## src/bavg_pkg.sv

```systemverilog
// Shared types and constants of the block average downscaler
`timescale 1ns / 1ps

package bavg_pkg;

    // field widths
    localparam int PIX_W      = 8;
    localparam int COORD_W    = 10;
    localparam int ROW_W      = 10;
    localparam int HGT_W      = 11;
    localparam int RS_W       = 12;
    localparam int SUM_W      = 16;
    localparam int BS_REG_W   = 5;
    localparam int CFG_IDX_W  = 2;
    localparam int CFG_DATA_W = 11;

    // tallest frame the row counter covers
    localparam int HEIGHT_LIMIT = 1024;

    // register indexes
    localparam logic [CFG_IDX_W-1:0] REG_BLOCK_SIZE   = 2'd0;
    localparam logic [CFG_IDX_W-1:0] REG_IMAGE_WIDTH  = 2'd1;
    localparam logic [CFG_IDX_W-1:0] REG_IMAGE_HEIGHT = 2'd2;

    // register reset values
    localparam logic [BS_REG_W-1:0] BLOCK_SIZE_RESET   = 5'd2;
    localparam logic [HGT_W-1:0]    IMAGE_WIDTH_RESET  = 11'd512;
    localparam logic [HGT_W-1:0]    IMAGE_HEIGHT_RESET = 11'd512;

    // divider operand selection
    localparam logic [1:0] DIV_AVG = 2'd0;
    localparam logic [1:0] DIV_COL = 2'd1;
    localparam logic [1:0] DIV_ROW = 2'd2;

    // input beat
    typedef struct packed {
        logic [PIX_W-1:0] pixel;
        logic             frame_start;
    } t_pix_beat;

    // output beat
    typedef struct packed {
        logic [PIX_W-1:0]   average;
        logic [COORD_W-1:0] out_x;
        logic [COORD_W-1:0] out_y;
        logic               frame_done;
    } t_avg_beat;

    // controller to datapath
    typedef struct packed {
        logic       accept;
        logic       pos_step;
        logic       eval;
        logic       sum;
        logic       div_start;
        logic [1:0] div_sel;
        logic       rs_col_load;
        logic       rs_row_load;
        logic       out_load;
    } t_dp_cmd;

    // datapath to controller
    typedef struct packed {
        logic bs_write;
        logic eval_sum;
        logic pend_out;
        logic div_busy;
        logic div_done;
        logic out_free;
    } t_dp_stat;

endpackage

```

## src/bavg_controller.sv

```systemverilog
// Controller: sequences accept, position update, sum, divide and output load
`timescale 1ns / 1ps

module bavg_controller
    import bavg_pkg::*;
(
    input  logic     i_clk,
    input  logic     i_rst_n,
    input  logic     i_in_valid,
    output logic     o_in_stall,
    input  t_dp_stat i_stat,
    output t_dp_cmd  o_cmd
);

    localparam logic [3:0] S_IDLE        = 4'd0;
    localparam logic [3:0] S_POS         = 4'd1;
    localparam logic [3:0] S_EVAL        = 4'd2;
    localparam logic [3:0] S_SUM         = 4'd3;
    localparam logic [3:0] S_DIV         = 4'd4;
    localparam logic [3:0] S_EMIT        = 4'd5;
    localparam logic [3:0] S_RS_COL      = 4'd6;
    localparam logic [3:0] S_RS_COL_WAIT = 4'd7;
    localparam logic [3:0] S_RS_ROW      = 4'd8;
    localparam logic [3:0] S_RS_ROW_WAIT = 4'd9;

    logic [3:0] r_state, n_state;
    logic       r_resync, n_resync;

    // input beat taken only when idle with in-block positions in step
    assign o_in_stall = !((r_state == S_IDLE) && !r_resync && !i_stat.bs_write);

    always_comb begin
        n_state  = r_state;
        n_resync = r_resync;
        o_cmd    = '0;
        unique case (r_state)
            S_IDLE: begin
                if (r_resync) begin
                    n_resync = 1'b0;
                    n_state  = S_RS_COL;
                end else if (i_in_valid && !o_in_stall) begin
                    o_cmd.accept = 1'b1;
                    n_state      = S_POS;
                end
            end
            S_POS: begin
                o_cmd.pos_step = 1'b1;
                n_state        = S_EVAL;
            end
            S_EVAL: begin
                o_cmd.eval = 1'b1;
                n_state    = i_stat.eval_sum ? S_SUM : S_IDLE;
            end
            S_SUM: begin
                o_cmd.sum = 1'b1;
                if (i_stat.pend_out) begin
                    o_cmd.div_start = 1'b1;
                    o_cmd.div_sel   = DIV_AVG;
                    n_state         = S_DIV;
                end else begin
                    n_state = S_IDLE;
                end
            end
            S_DIV: begin
                if (i_stat.div_done) begin
                    n_state = S_EMIT;
                end
            end
            S_EMIT: begin
                if (i_stat.out_free) begin
                    o_cmd.out_load = 1'b1;
                    n_state        = S_IDLE;
                end
            end
            S_RS_COL: begin
                o_cmd.div_start = 1'b1;
                o_cmd.div_sel   = DIV_COL;
                n_state         = S_RS_COL_WAIT;
            end
            S_RS_COL_WAIT: begin
                if (i_stat.div_done) begin
                    o_cmd.rs_col_load = 1'b1;
                    n_state           = S_RS_ROW;
                end
            end
            S_RS_ROW: begin
                o_cmd.div_start = 1'b1;
                o_cmd.div_sel   = DIV_ROW;
                n_state         = S_RS_ROW_WAIT;
            end
            S_RS_ROW_WAIT: begin
                if (i_stat.div_done) begin
                    o_cmd.rs_row_load = 1'b1;
                    n_state           = S_IDLE;
                end
            end
            default: begin
                n_state = S_IDLE;
            end
        endcase
        // a new block size always forces a fresh resync
        if (i_stat.bs_write) begin
            n_resync = 1'b1;
        end
    end

    always_ff @(posedge i_clk) begin
        if (!i_rst_n) begin
            r_state  <= S_IDLE;
            r_resync <= 1'b0;
        end else begin
            r_state  <= n_state;
            r_resync <= n_resync;
        end
    end

`ifndef SYNTHESIS
    a_div_free: assert property (@(posedge i_clk) disable iff (!i_rst_n)
        o_cmd.div_start |-> !i_stat.div_busy)
        else $error("divider started while busy");
    a_div_runs: assert property (@(posedge i_clk) disable iff (!i_rst_n)
        o_cmd.div_start |=> i_stat.div_busy)
        else $error("divider did not take its start");
`endif

endmodule

```

## config.mk

```make
export PLATFORM = sky130hd
export DESIGN_NAME = bavg_controller
export DESIGN_NICKNAME = d
export VERILOG_FILES = /design/src/bavg_pkg.sv /design/src/bavg_controller.sv
export SDC_FILE = /design/constraint.sdc
export NUM_CORES = 1
export LEC_CHECK = 0
export BUFFER_PORTS_ARGS = -buffer_cell sky130_fd_sc_hd__buf_4
export CORE_MARGIN = 2
export CORE_UTILIZATION = 30
export CTS_BUF_LIST = sky130_fd_sc_hd__clkbuf_4 sky130_fd_sc_hd__clkbuf_8
export DETAILED_ROUTE_END_ITERATION = 7
export PLACE_DENSITY = 0.53
export SLEW_MARGIN = 20
export SYNTH_ARGS = -nofsm -noshare
export SYNTH_HDL_FRONTEND = slang
export SYNTH_SLANG_ARGS = --single-unit
```

## constraint.sdc

```tcl
create_clock -name i_clk -period 1.8 [get_ports i_clk]
set_input_delay 0 -clock i_clk [delete_from_list [all_inputs] [get_ports i_clk]]
set_output_delay 0 -clock i_clk [all_outputs]
set_load 0.05 [all_outputs]
```

==> summary.md, run 1 <==
| Metric | Value |
|---|---|
| Status | `completed` |
| Compound-Gate Fraction of Synth Area | `0.198` |
| Final setup margin | `roughly 69 ps` |
| Vias in the first global route | `430` |
| Async set-or-reset flop fraction in the synthesized netlist | `0` |
| WL met3 | `about 35 um` |
| Worst EP required | `between 1500 and 2000 ps` |
| Post-route insts no fill | `approximately 100` |
| Nets | `93` |
| Hold Path Class | `in2reg` |
| GR Overflow Total | `0` |
| Synth cell types | `26` |
| Worst Skew | `~8.0 ps` |
| Post-CTS sizing | `0` |
| Initial antenna violation count | `0` |
| Int Pwr | `376 uW` |
| Total Neg Setup Slack | `0 ps` |
| Rel. slew slack | `0.657` |
| Ant. Diodes | `0` |
| DP Area | `around 620 sq um` |
| Ys Warns | `0` |
| Clock Power Share | `0.209` |
| Drt drc | `0` |
| Maxcap violations | `0` |
| Std cell rows | `13` |
| Max clock buf depth | `2` |
| Final Core Density | `0.484` |
| Critical path arrival | `about 1700 ps` |
| Initial Utilization | `0.332` |
| # setup viols final | `0` |
| DR iter-0 viols | `11` |
| Share of cells above drive strength 1 | `0.361` |
| Main combinational cell family by area after synthesis | `simple AND/OR/NAND/NOR gates` |
| Min cycle time layout | `1730 ps` |
| Worst VDD drop | `a little under 700 uV` |
| CTS Buf Count | `3` |
| Syn Area/Cell | `7.14 sq um` |
| TritonCTS clock tree | `yes` |
| Synth top area share | `0.226` |
| Post-DP HPWL | `around 840 um` |
| Worst skew pair latency | `about 240 ps` |
| Synth Cell Area | `roughly 440 sq um` |
| Die width | `between 40 and 50 um` |
| Maximum fanout along the worst path | `16` |
| DR vias | `about 520` |
| WL per Instance | `between 10 and 15 um` |
| Static leakage | `0.273 nW` |
| Sw frac | `0.458` |
| First-pass GRT wire length | `approximately 1.9 mm` |
| Die height | `42.4 um` |
| Mux share of post-synthesis cell area | `0.0904` |
| Power, Total | `between 600 and 700 uW` |
| Synth area leader | `dfxtp_1` |
| Clk root buf | `clkbuf_4` |
| P_sw | `between 300 and 400 uW` |
| DR WL met2 | `528 um` |
| Sequential share of power | `0.225` |
| Top Ports | `20` |
| Post-route clock period utilization | `0.962` |
| Worst-margin pin slew | `approximately 500 ps` |
| Post-synthesis simple-gate area fraction | `0.421` |
| Comb pwr share | `0.566` |
| H-tree depth reported by CTS | `1` |
| CTS Sinks | `5` |
| WL met1 | `between 600 and 700 um` |
| Max Transition Viols Final | `0` |
| DRT Wirelength | `between 1 and 1.5 mm` |
| Synth cell count leaders | `nor2_1 (7), nand2_1 (6), dfxtp_1 (5), nor3_1 (5)` |
| Global Route Usage Sum | `0.137` |
| Hold WS | `roughly 14 ps` |
| Port bufs | `18` |
| Total core area | `around 1300 sq um` |
| Routed Antenna Nets | `0` |
| Adder-cell share of the synthesized area | `0` |
| CP endpoint kind | `output pin` |
| Synth area leaders | `dfxtp_1 (23%), mux2i_1 (9.0%), nor2_1 (5.9%)` |
| Full die area | `approximately 1800 sq um` |
| Placer's final routability congestion estimate | `approximately 0.70` |
| RSZ-0062 raised after global routing | `false` |
| Drt pass-1 iters | `4` |
| Post-Synth XOR/XNOR Area | `0` |
| Synth Instances | `62` |
| Most common cell in the netlist | `nor2_1` |
| Worst Setup Start Kind | `flop` |
| Cts hold-fix bufs | `0` |
| Crit Path Category | `reg2out` |
| Hold Fails Final Rpt | `0` |
| Number of flops mapped to enable cells by yosys | `0` |
| Highest Signal Layer | `met3` |
| Setup Fix Bufs, Post-CTS | `0` |
| Worst-path clk slew | `approximately 50 ps` |
| Placed Cells | `94` |
| Syn nets | `71` |
| Sequential share of the synthesized area | `0.226` |
| Prevailing post-synth register cell | `dfxtp_1` |
| Synth Register Bits | `5` |
| Post-route cell area | `~650 sq um` |
| Fmax | `578 MHz` |
| Power Density | `~1100 nW/um^2` |
| Largest net degree at the start of global routing | `17` |
| Vias/cell | `5.27` |
| Area growth from synthesis to layout | `45.8%` |
| Placement Setup Slack | `around 330 ps` |
[path summary, 6_finish.rpt]
check / startpoint / endpoint / slack (ps) / cells past startpoint
hold / removal: i_stat[5] / r_resync / 10 / 3
setup reg to reg: r_state[2] / r_state[2] / 370 / 4
hold reg to reg: r_resync / r_resync / 620 / 2
setup / recovery: r_state[2] / o_in_stall / 70 / 3
[layout by cell type, fill, tap and decap left out, drive strengths merged, types with 4 or more instances in the layout]
| master | netlist | final |
|---|---|---|
| buf | 3 | 21 |
| nor2 | 8 | 8 |
| nand2 | 6 | 6 |
| dfxtp | 5 | 5 |
| nor3 | 5 | 5 |
| nand2b | 4 | 4 |
| mux2i | 4 | 4 |
| a21oi | 4 | 4 |
| clkbuf | 1 | 4 |
[registers in the layout, indices dropped and copies added, names as in the netlist]
| signal | count |
|---|---|
| r_state | 4 |
| r_resync | 1 |
[cells by family after synthesis]
kind of cell	count (synthesis)
multiplexers	4
flip-flops	5
AND/OR/NAND/NOR	35
AO/OA/AOI/OAI	12
buffers and inverters	6
[critical path, stage by stage (launching register included)]
cell	delay (ps)
dfxtp_1	460
or4_4	510
or3_1	320
buf_4	190
[metal layers]
metal | vias to the layer above | GRT usage
li1 | 269 | -
met2 | 8 | 0.182
met1 | 239 | 0.202
met3 | 0 | 0.0259
met4 | 0 | 0.0750
met5 | - | 0
[cell type report]
type / count / area (sq um)
Timing Repair Buffer: 21 / 158
Inverter: 2 / 7.51
Multi-Input combinational cell: 51 / 332
Fill cell: 147 / 688
Tap cell: 15 / 18.8
Clock buffer: 4 / 30.0
Sequential cell: 5 / 100
[power by group through the flow]
stage               logic, mW  clock network, mW  registers, mW
detailed placement      0.393                  0          0.158
finish                  0.393              0.145          0.156
global placement        0.392                  0          0.157
global route            0.423              0.160          0.158
CTS                     0.394              0.152          0.155
floorplan               0.296                  0          0.155
(Power assumes the default switching activity.)
==> run 2, diff against run 1 <==
REMOVE_ABC_BUFFERS = 1   (was default)
==> summary.md, run 2 (synthesized netlist as in run 1, its figures left out) <==
| Metric | Value |
|---|---|
| Sw frac | `0.449 (was 0.458)` |
| DP Area | `598 sq um (was 616 sq um)` |
| Post-route insts no fill | `98 (unchanged)` |
| Max Transition Viols Final | `0 (unchanged)` |
| Placed Cells | `94 (unchanged)` |
| Vias/cell | `5.04 (was 5.27)` |
| Post-route clock period utilization | `0.953 (was 0.962)` |
| Biggest regs | `r_state (4), r_resync (1) (unchanged)` |
| Global Route Usage Sum | `0.126 (was 0.137)` |
| Worst VDD drop | `634 uV (was 681 uV)` |
| Share of cells above drive strength 1 | `0.325 (was 0.361)` |
| Top Ports | `20 (unchanged)` |
| DR iter-0 viols | `10 (was 11)` |
| WL per Instance | `11.2 um (was 12.2 um)` |
| Top reg by flops | `r_state (unchanged)` |
| Post-DP HPWL | `805 um (was 837 um)` |
| Clock Power Share | `0.207 (was 0.209)` |
| Number of fillers in the final layout | `138 (was 147)` |
| # setup viols final | `0 (unchanged)` |
| Full die area | `1800 sq um (unchanged)` |
| CTS Sinks | `5 (unchanged)` |
| Sequential share of power | `0.229 (was 0.225)` |
| P_sw | `304 uW (was 318 uW)` |
| Worst skew pair latency | `240 ps (about the same)` |
| Nets | `93 (unchanged)` |
| Initial antenna violation count | `0 (unchanged)` |
| Post-route cell area | `628 sq um (was 646 sq um)` |
| Critical path arrival | `1720 ps (was 1730 ps)` |
| Hold Path Class | `in2reg (unchanged)` |
| Hold WS | `15.6 ps (was 14.1 ps)` |
| Area growth from synthesis to layout | `41.8% (was 45.8%)` |
| Reg2reg start | `r_state[2] (unchanged)` |
| Total core area | `1330 sq um (unchanged)` |
| DRT Wirelength | `1.09 mm (was 1.20 mm)` |
| CP endpoint kind | `output pin (unchanged)` |
| Int Pwr | `373 uW (was 376 uW)` |
| Clk root buf | `clkbuf_4 (unchanged)` |
| Worst EP required | `1800 ps (about the same)` |
| Drt drc | `0 (unchanged)` |
| Setup crit start | `r_state[2] (unchanged)` |
| Crit Path Category | `reg2out (unchanged)` |
| Port bufs | `18 (unchanged)` |
| Cts hold-fix bufs | `0 (unchanged)` |
| Rel. slew slack | `0.665 (was 0.657)` |
| Std cell rows | `13 (unchanged)` |
| Drt pass-1 iters | `4 (unchanged)` |
| Vias in the first global route | `430 (unchanged)` |
| Fmax | `583 MHz (was 578 MHz)` |
| TritonCTS clock tree | `yes (unchanged)` |
| Worst Setup Start Kind | `flop (unchanged)` |
| Most common cell after layout, fill and taps aside | `buf_4 (unchanged)` |
| Power, Total | `677 uW (was 694 uW)` |
| Hold Fails Final Rpt | `0 (unchanged)` |
| GR Overflow Total | `0 (unchanged)` |
| CTS Buf Count | `3 (unchanged)` |
| Worst setup path end | `o_in_stall (unchanged)` |
| Max clock buf depth | `2 (unchanged)` |
| Comb pwr share | `0.564 (was 0.566)` |
| Maximum fanout along the worst path | `16 (unchanged)` |
| H-tree depth reported by CTS | `1 (unchanged)` |
| First-pass GRT wire length | `1.79 mm (was 1.91 mm)` |
| Reg2Reg Setup Slack | `380 ps (was 370 ps)` |
| Static leakage | `0.269 nW (was 0.273 nW)` |
| Worst-margin pin slew | `501 ps (was 514 ps)` |
| DR vias | `494 (was 516)` |
| Placer's final routability congestion estimate | `0.710 (was 0.696)` |
| Most frequent cells in the layout | `buf_4 (21), nor2_1 (7), nand2_1 (6) (unchanged)` |
| Worst-path clk slew | `40 ps (was 50 ps)` |
| Ant. Diodes | `0 (unchanged)` |
| Total Neg Setup Slack | `0 ps (unchanged)` |
| Die width | `42.4 um (unchanged)` |
| Worst reg-to-reg path cell count | `4 (unchanged)` |
| Power Density | `1080 nW/um^2 (about the same)` |
| Max reg flops | `4 (unchanged)` |
| Maxcap violations | `0 (unchanged)` |
| Reg-to-reg endpoint | `r_state[2] (unchanged)` |
| Die height | `42.4 um (unchanged)` |
| Setup Fix Bufs, Post-CTS | `0 (unchanged)` |
| Status | `completed (unchanged)` |
| Largest net degree at the start of global routing | `17 (unchanged)` |
| RSZ-0062 raised after global routing | `false (unchanged)` |
| Worst Skew | `4.62 ps (was 8.05 ps)` |
| Routed Antenna Nets | `0 (unchanged)` |
| Post-CTS sizing | `0 (unchanged)` |
| Initial Utilization | `0.332 (unchanged)` |
| Min cycle time layout | `1720 ps (was 1730 ps)` |
[run 2: cell count changes in the layout (fill, tap and decap cells not counted)]
cell     change
o32ai_1      +1
nor3_1       +2
o32ai_2      -1
nor3_2       -2
[run 2: per-layer routing]
layer | routed length (um) | share of wire | GRT usage
met1 | 571 | 0.52 | 0.186
met3 | 21 | 0.019 | 0.0259
met5 | 0 | 0 | 0
met2 | 501 | 0.46 | 0.182
met4 | 0 | 0 | 0.0375
[run 2: how the worst min path moves through the flow]
stage	start	end	cells after the start
6_report	i_stat[5]	r_resync	3
5_1_grt	i_rst_n	r_state[3]	2
4_1_cts	i_stat[5]	r_resync	3
3_5_place_dp	i_stat[5]	r_resync	3
3_3_place_gp	i_stat[5]	r_resync	3
2_1_floorplan	i_rst_n	r_state[3]	1
[run 2: cell type report]
| cell class | count | area [sq um] | area share |
|---|---|---|---|
| clock buffer | 4 | 30.0 | 0.0478 |
| sequential | 5 | 100 | 0.159 |
| multi-input combinational | 51 | 314 | 0.500 |
| timing repair buffer | 21 | 158 | 0.251 |
| inverter | 2 | 7.51 | 0.0120 |
| tap | 15 | 18.8 | 0.0299 |
[run 2: per-stage QoR]
step / setup WS, ps / util
2_1_floorplan: -289 / -
3_3_place_gp: 350 / 0.448
3_5_place_dp: 340 / 0.448
4_1_cts: 80.4 / 0.471
5_1_grt: 30.2 / 0.471
6_report: 84.3 / 0.471
[run 2: power groups by stage]
stage | registers [mW] | clock network [mW] | logic (mW)
after detailed placement | 0.157 | 0 | 0.382
after global routing | 0.158 | 0.155 | 0.412
after global placement | 0.156 | 0 | 0.382
after CTS | 0.154 | 0.148 | 0.382
final | 0.155 | 0.140 | 0.382
after floorplan | 0.182 | 0 | 0.243
[run 2: critical path, stage by stage, from the launching register on]
cell and delay, ps:
dfxtp_1 460, or4_4 510, or3_1 320, buf_4 190
==> run 3, diff against run 2 <==
CELL_PAD_IN_SITES_DETAIL_PLACEMENT = 0   (was default)
CELL_PAD_IN_SITES_GLOBAL_PLACEMENT = 1   (was default)
PLACE_DENSITY = 0.73   (was 0.53)
==> summary.md, run 3 (synthesized netlist as in run 1, its figures left out) <==
| Metric | Value |
|---|---|
| Worst Path Buf+Inv | `1 (unchanged)` |
| Area occupied by multi-input gates | `314 sq um (unchanged)` |
| CTS Buf Count | `3 (unchanged)` |
| Placed Cells | `94 (unchanged)` |
| Top reg by flops | `r_state (unchanged)` |
| Ant. Diodes | `0 (unchanged)` |
| Hold Path Class | `in2reg (unchanged)` |
| Largest net degree at the start of global routing | `17 (unchanged)` |
| Power Density | `1070 nW/um^2 (was 1080 nW/um^2)` |
| DRT Wirelength | `1.16 mm (was 1.09 mm)` |
| Placer's final routability congestion estimate | `0.736 (was 0.710)` |
| Min cycle time layout | `1650 ps (was 1720 ps)` |
| Worst reg-to-reg path cell count | `4 (unchanged)` |
| Global Route Usage Sum | `0.141 (was 0.126)` |
| Cell family with most CP delay | `simple AND/OR/NAND/NOR gates (unchanged)` |
| Top Ports | `20 (unchanged)` |
| Max reg flops | `4 (unchanged)` |
| Share of cells above drive strength 1 | `0.333 (was 0.325)` |
| CTS Sinks | `5 (unchanged)` |
| Highest Signal Layer | `met3 (unchanged)` |
| WL per Instance | `11.7 um (was 11.2 um)` |
| Area growth from synthesis to layout | `44.4% (was 41.8%)` |
| Worst-path clk slew | `50 ps (was 40 ps)` |
| Final setup margin | `148 ps (was 84.3 ps)` |
| Setup crit start | `r_state[2] (unchanged)` |
| Post-route clock period utilization | `0.918 (was 0.953)` |
| Post-DP HPWL | `799 um (was 805 um)` |
| CP endpoint kind | `output pin (unchanged)` |
| Vias in the first global route | `481 (was 430)` |
| H-tree depth reported by CTS | `1 (unchanged)` |
| Worst VDD drop | `763 uV (was 634 uV)` |
| Status | `completed (unchanged)` |
| Hold Fails Final Rpt | `0 (unchanged)` |
| Critical path arrival | `1650 ps (was 1720 ps)` |
| First-pass GRT wire length | `2.01 mm (was 1.79 mm)` |
| Post-route insts no fill | `99 (was 98)` |
| WHS Path Cells | `2 (was 3)` |
| Max Transition Viols Final | `0 (unchanged)` |
| Most frequent cells in the layout | `buf_4 (21), nor2_1 (7), nand2_1 (6) (unchanged)` |
| Storage cell area | `101 sq um (was 100 sq um)` |
| DR vias | `526 (was 494)` |
| Crit Path Category | `reg2out (unchanged)` |
| Die width | `42.4 um (unchanged)` |
| Worst-margin pin slew | `274 ps (was 501 ps)` |
| Placement Setup Slack | `347 ps (was 340 ps)` |
| DR iter-0 viols | `1 (was 10)` |
| Crit-path cells | `or4_4, or3_1, buf_4 (unchanged)` |
| Static leakage | `0.274 nW (was 0.269 nW)` |
| Worst Min Path Start | `i_rst_n (was i_stat[5])` |
| Initial Utilization | `0.332 (unchanged)` |
| Std cell rows | `13 (unchanged)` |
| TritonCTS clock tree | `yes (unchanged)` |
| WL met1 | `567 um (was 571 um)` |
| Maximum fanout along the worst path | `16 (unchanged)` |
| Worst skew pair latency | `240 ps (about the same)` |
| Nets | `94 (was 93)` |
| Biggest regs | `r_state (4), r_resync (1) (unchanged)` |
| Full die area | `1800 sq um (unchanged)` |
| DR WL met2 | `549 um (was 501 um)` |
| Reg2reg start | `r_state[2] (unchanged)` |
| Number of fillers in the final layout | `147 (was 138)` |
| GR Overflow Total | `0 (unchanged)` |
| Maxcap violations | `0 (unchanged)` |
| Worst EP required | `1800 ps (about the same)` |
| # setup viols final | `0 (unchanged)` |
| Max clock buf depth | `2 (unchanged)` |
| Most common cell after layout, fill and taps aside | `buf_4 (unchanged)` |
| Rel. slew slack | `0.817 (was 0.665)` |
| RSZ-0062 raised after global routing | `false (unchanged)` |
| Worst Skew | `5.73 ps (was 4.62 ps)` |
| Clk root buf | `clkbuf_4 (unchanged)` |
| Slowest library cell on the worst path | `or4_4 (unchanged)` |
| WL met3 | `41 um (was 21 um)` |
| CP max stage delay | `470 ps (was 510 ps)` |
| Levels on crit path | `3 (unchanged)` |
| Worst Setup Start Kind | `flop (unchanged)` |
| Drt drc | `0 (unchanged)` |
| Port bufs | `18 (unchanged)` |
| Initial antenna violation count | `0 (unchanged)` |
| Vias/cell | `5.31 (was 5.04)` |
| Total core area | `1330 sq um (unchanged)` |
| Fmax | `605 MHz (was 583 MHz)` |
| Routed Antenna Nets | `0 (unchanged)` |
| Die height | `42.4 um (unchanged)` |
| Drt pass-1 iters | `2 (was 4)` |
| Final Core Density | `0.479 (was 0.471)` |
-- run 3: worst paths after layout --
path,endpoint,slack [ps]
worst min-delay path,r_state[3],20
worst max register to register,r_state[2],470
worst max-delay path,o_in_stall,150
worst min register to register,r_state[2],580
-- run 3: timing repair --
action                                  in CTS  in global routing
resized for setup                            0                  1
hold endpoints to repair                     1                  0
setup buffers                                0                  0
endpoints found under the setup margin       0                  1
hold buffers                                 1                  0
-- run 3: final cells by class --
| cell class | count | area share |
|---|---|---|
| multi-input combinational | 51 | 0.491 |
| tap | 15 | 0.0294 |
| clock buffer | 4 | 0.0470 |
| sequential | 5 | 0.159 |
| inverter | 2 | 0.0117 |
| timing repair buffer | 22 | 0.262 |
-- run 3: per-stage QoR --
step / TNS, ps / hold slack [ps] / instance area [sq um] / power, mW
floorplan: -674 / 118 / 422 / 0.425
global placement: 0 / 245 / 598 / 0.537
detailed placement: 0 / 250 / 598 / 0.539
CTS: 0 / 19.5 / 638 / 0.686
global route: 0 / 36.9 / 639 / 0.731
finish: 0 / 20.9 / 639 / 0.686
-- run 3: power breakdown --
| part | switching [mW] | total, mW | internal (mW) |
|---|---|---|---|
| Clock | 0.0439 | 0.143 | 0.0987 |
| Sequential | 0.0264 | 0.157 | 0.131 |
| Combinational | 0.240 | 0.386 | 0.146 |
| Total | 0.310 | 0.686 | 0.376 |
-- run 3: routing by layer --
| metal | GRT usage | vias to the layer above |
|---|---|---|
| li1 | - | 269 |
| met5 | 0 | - |
| met1 | 0.196 | 249 |
| met4 | 0 | 0 |
| met2 | 0.222 | 8 |
| met3 | 0.0517 | 0 |
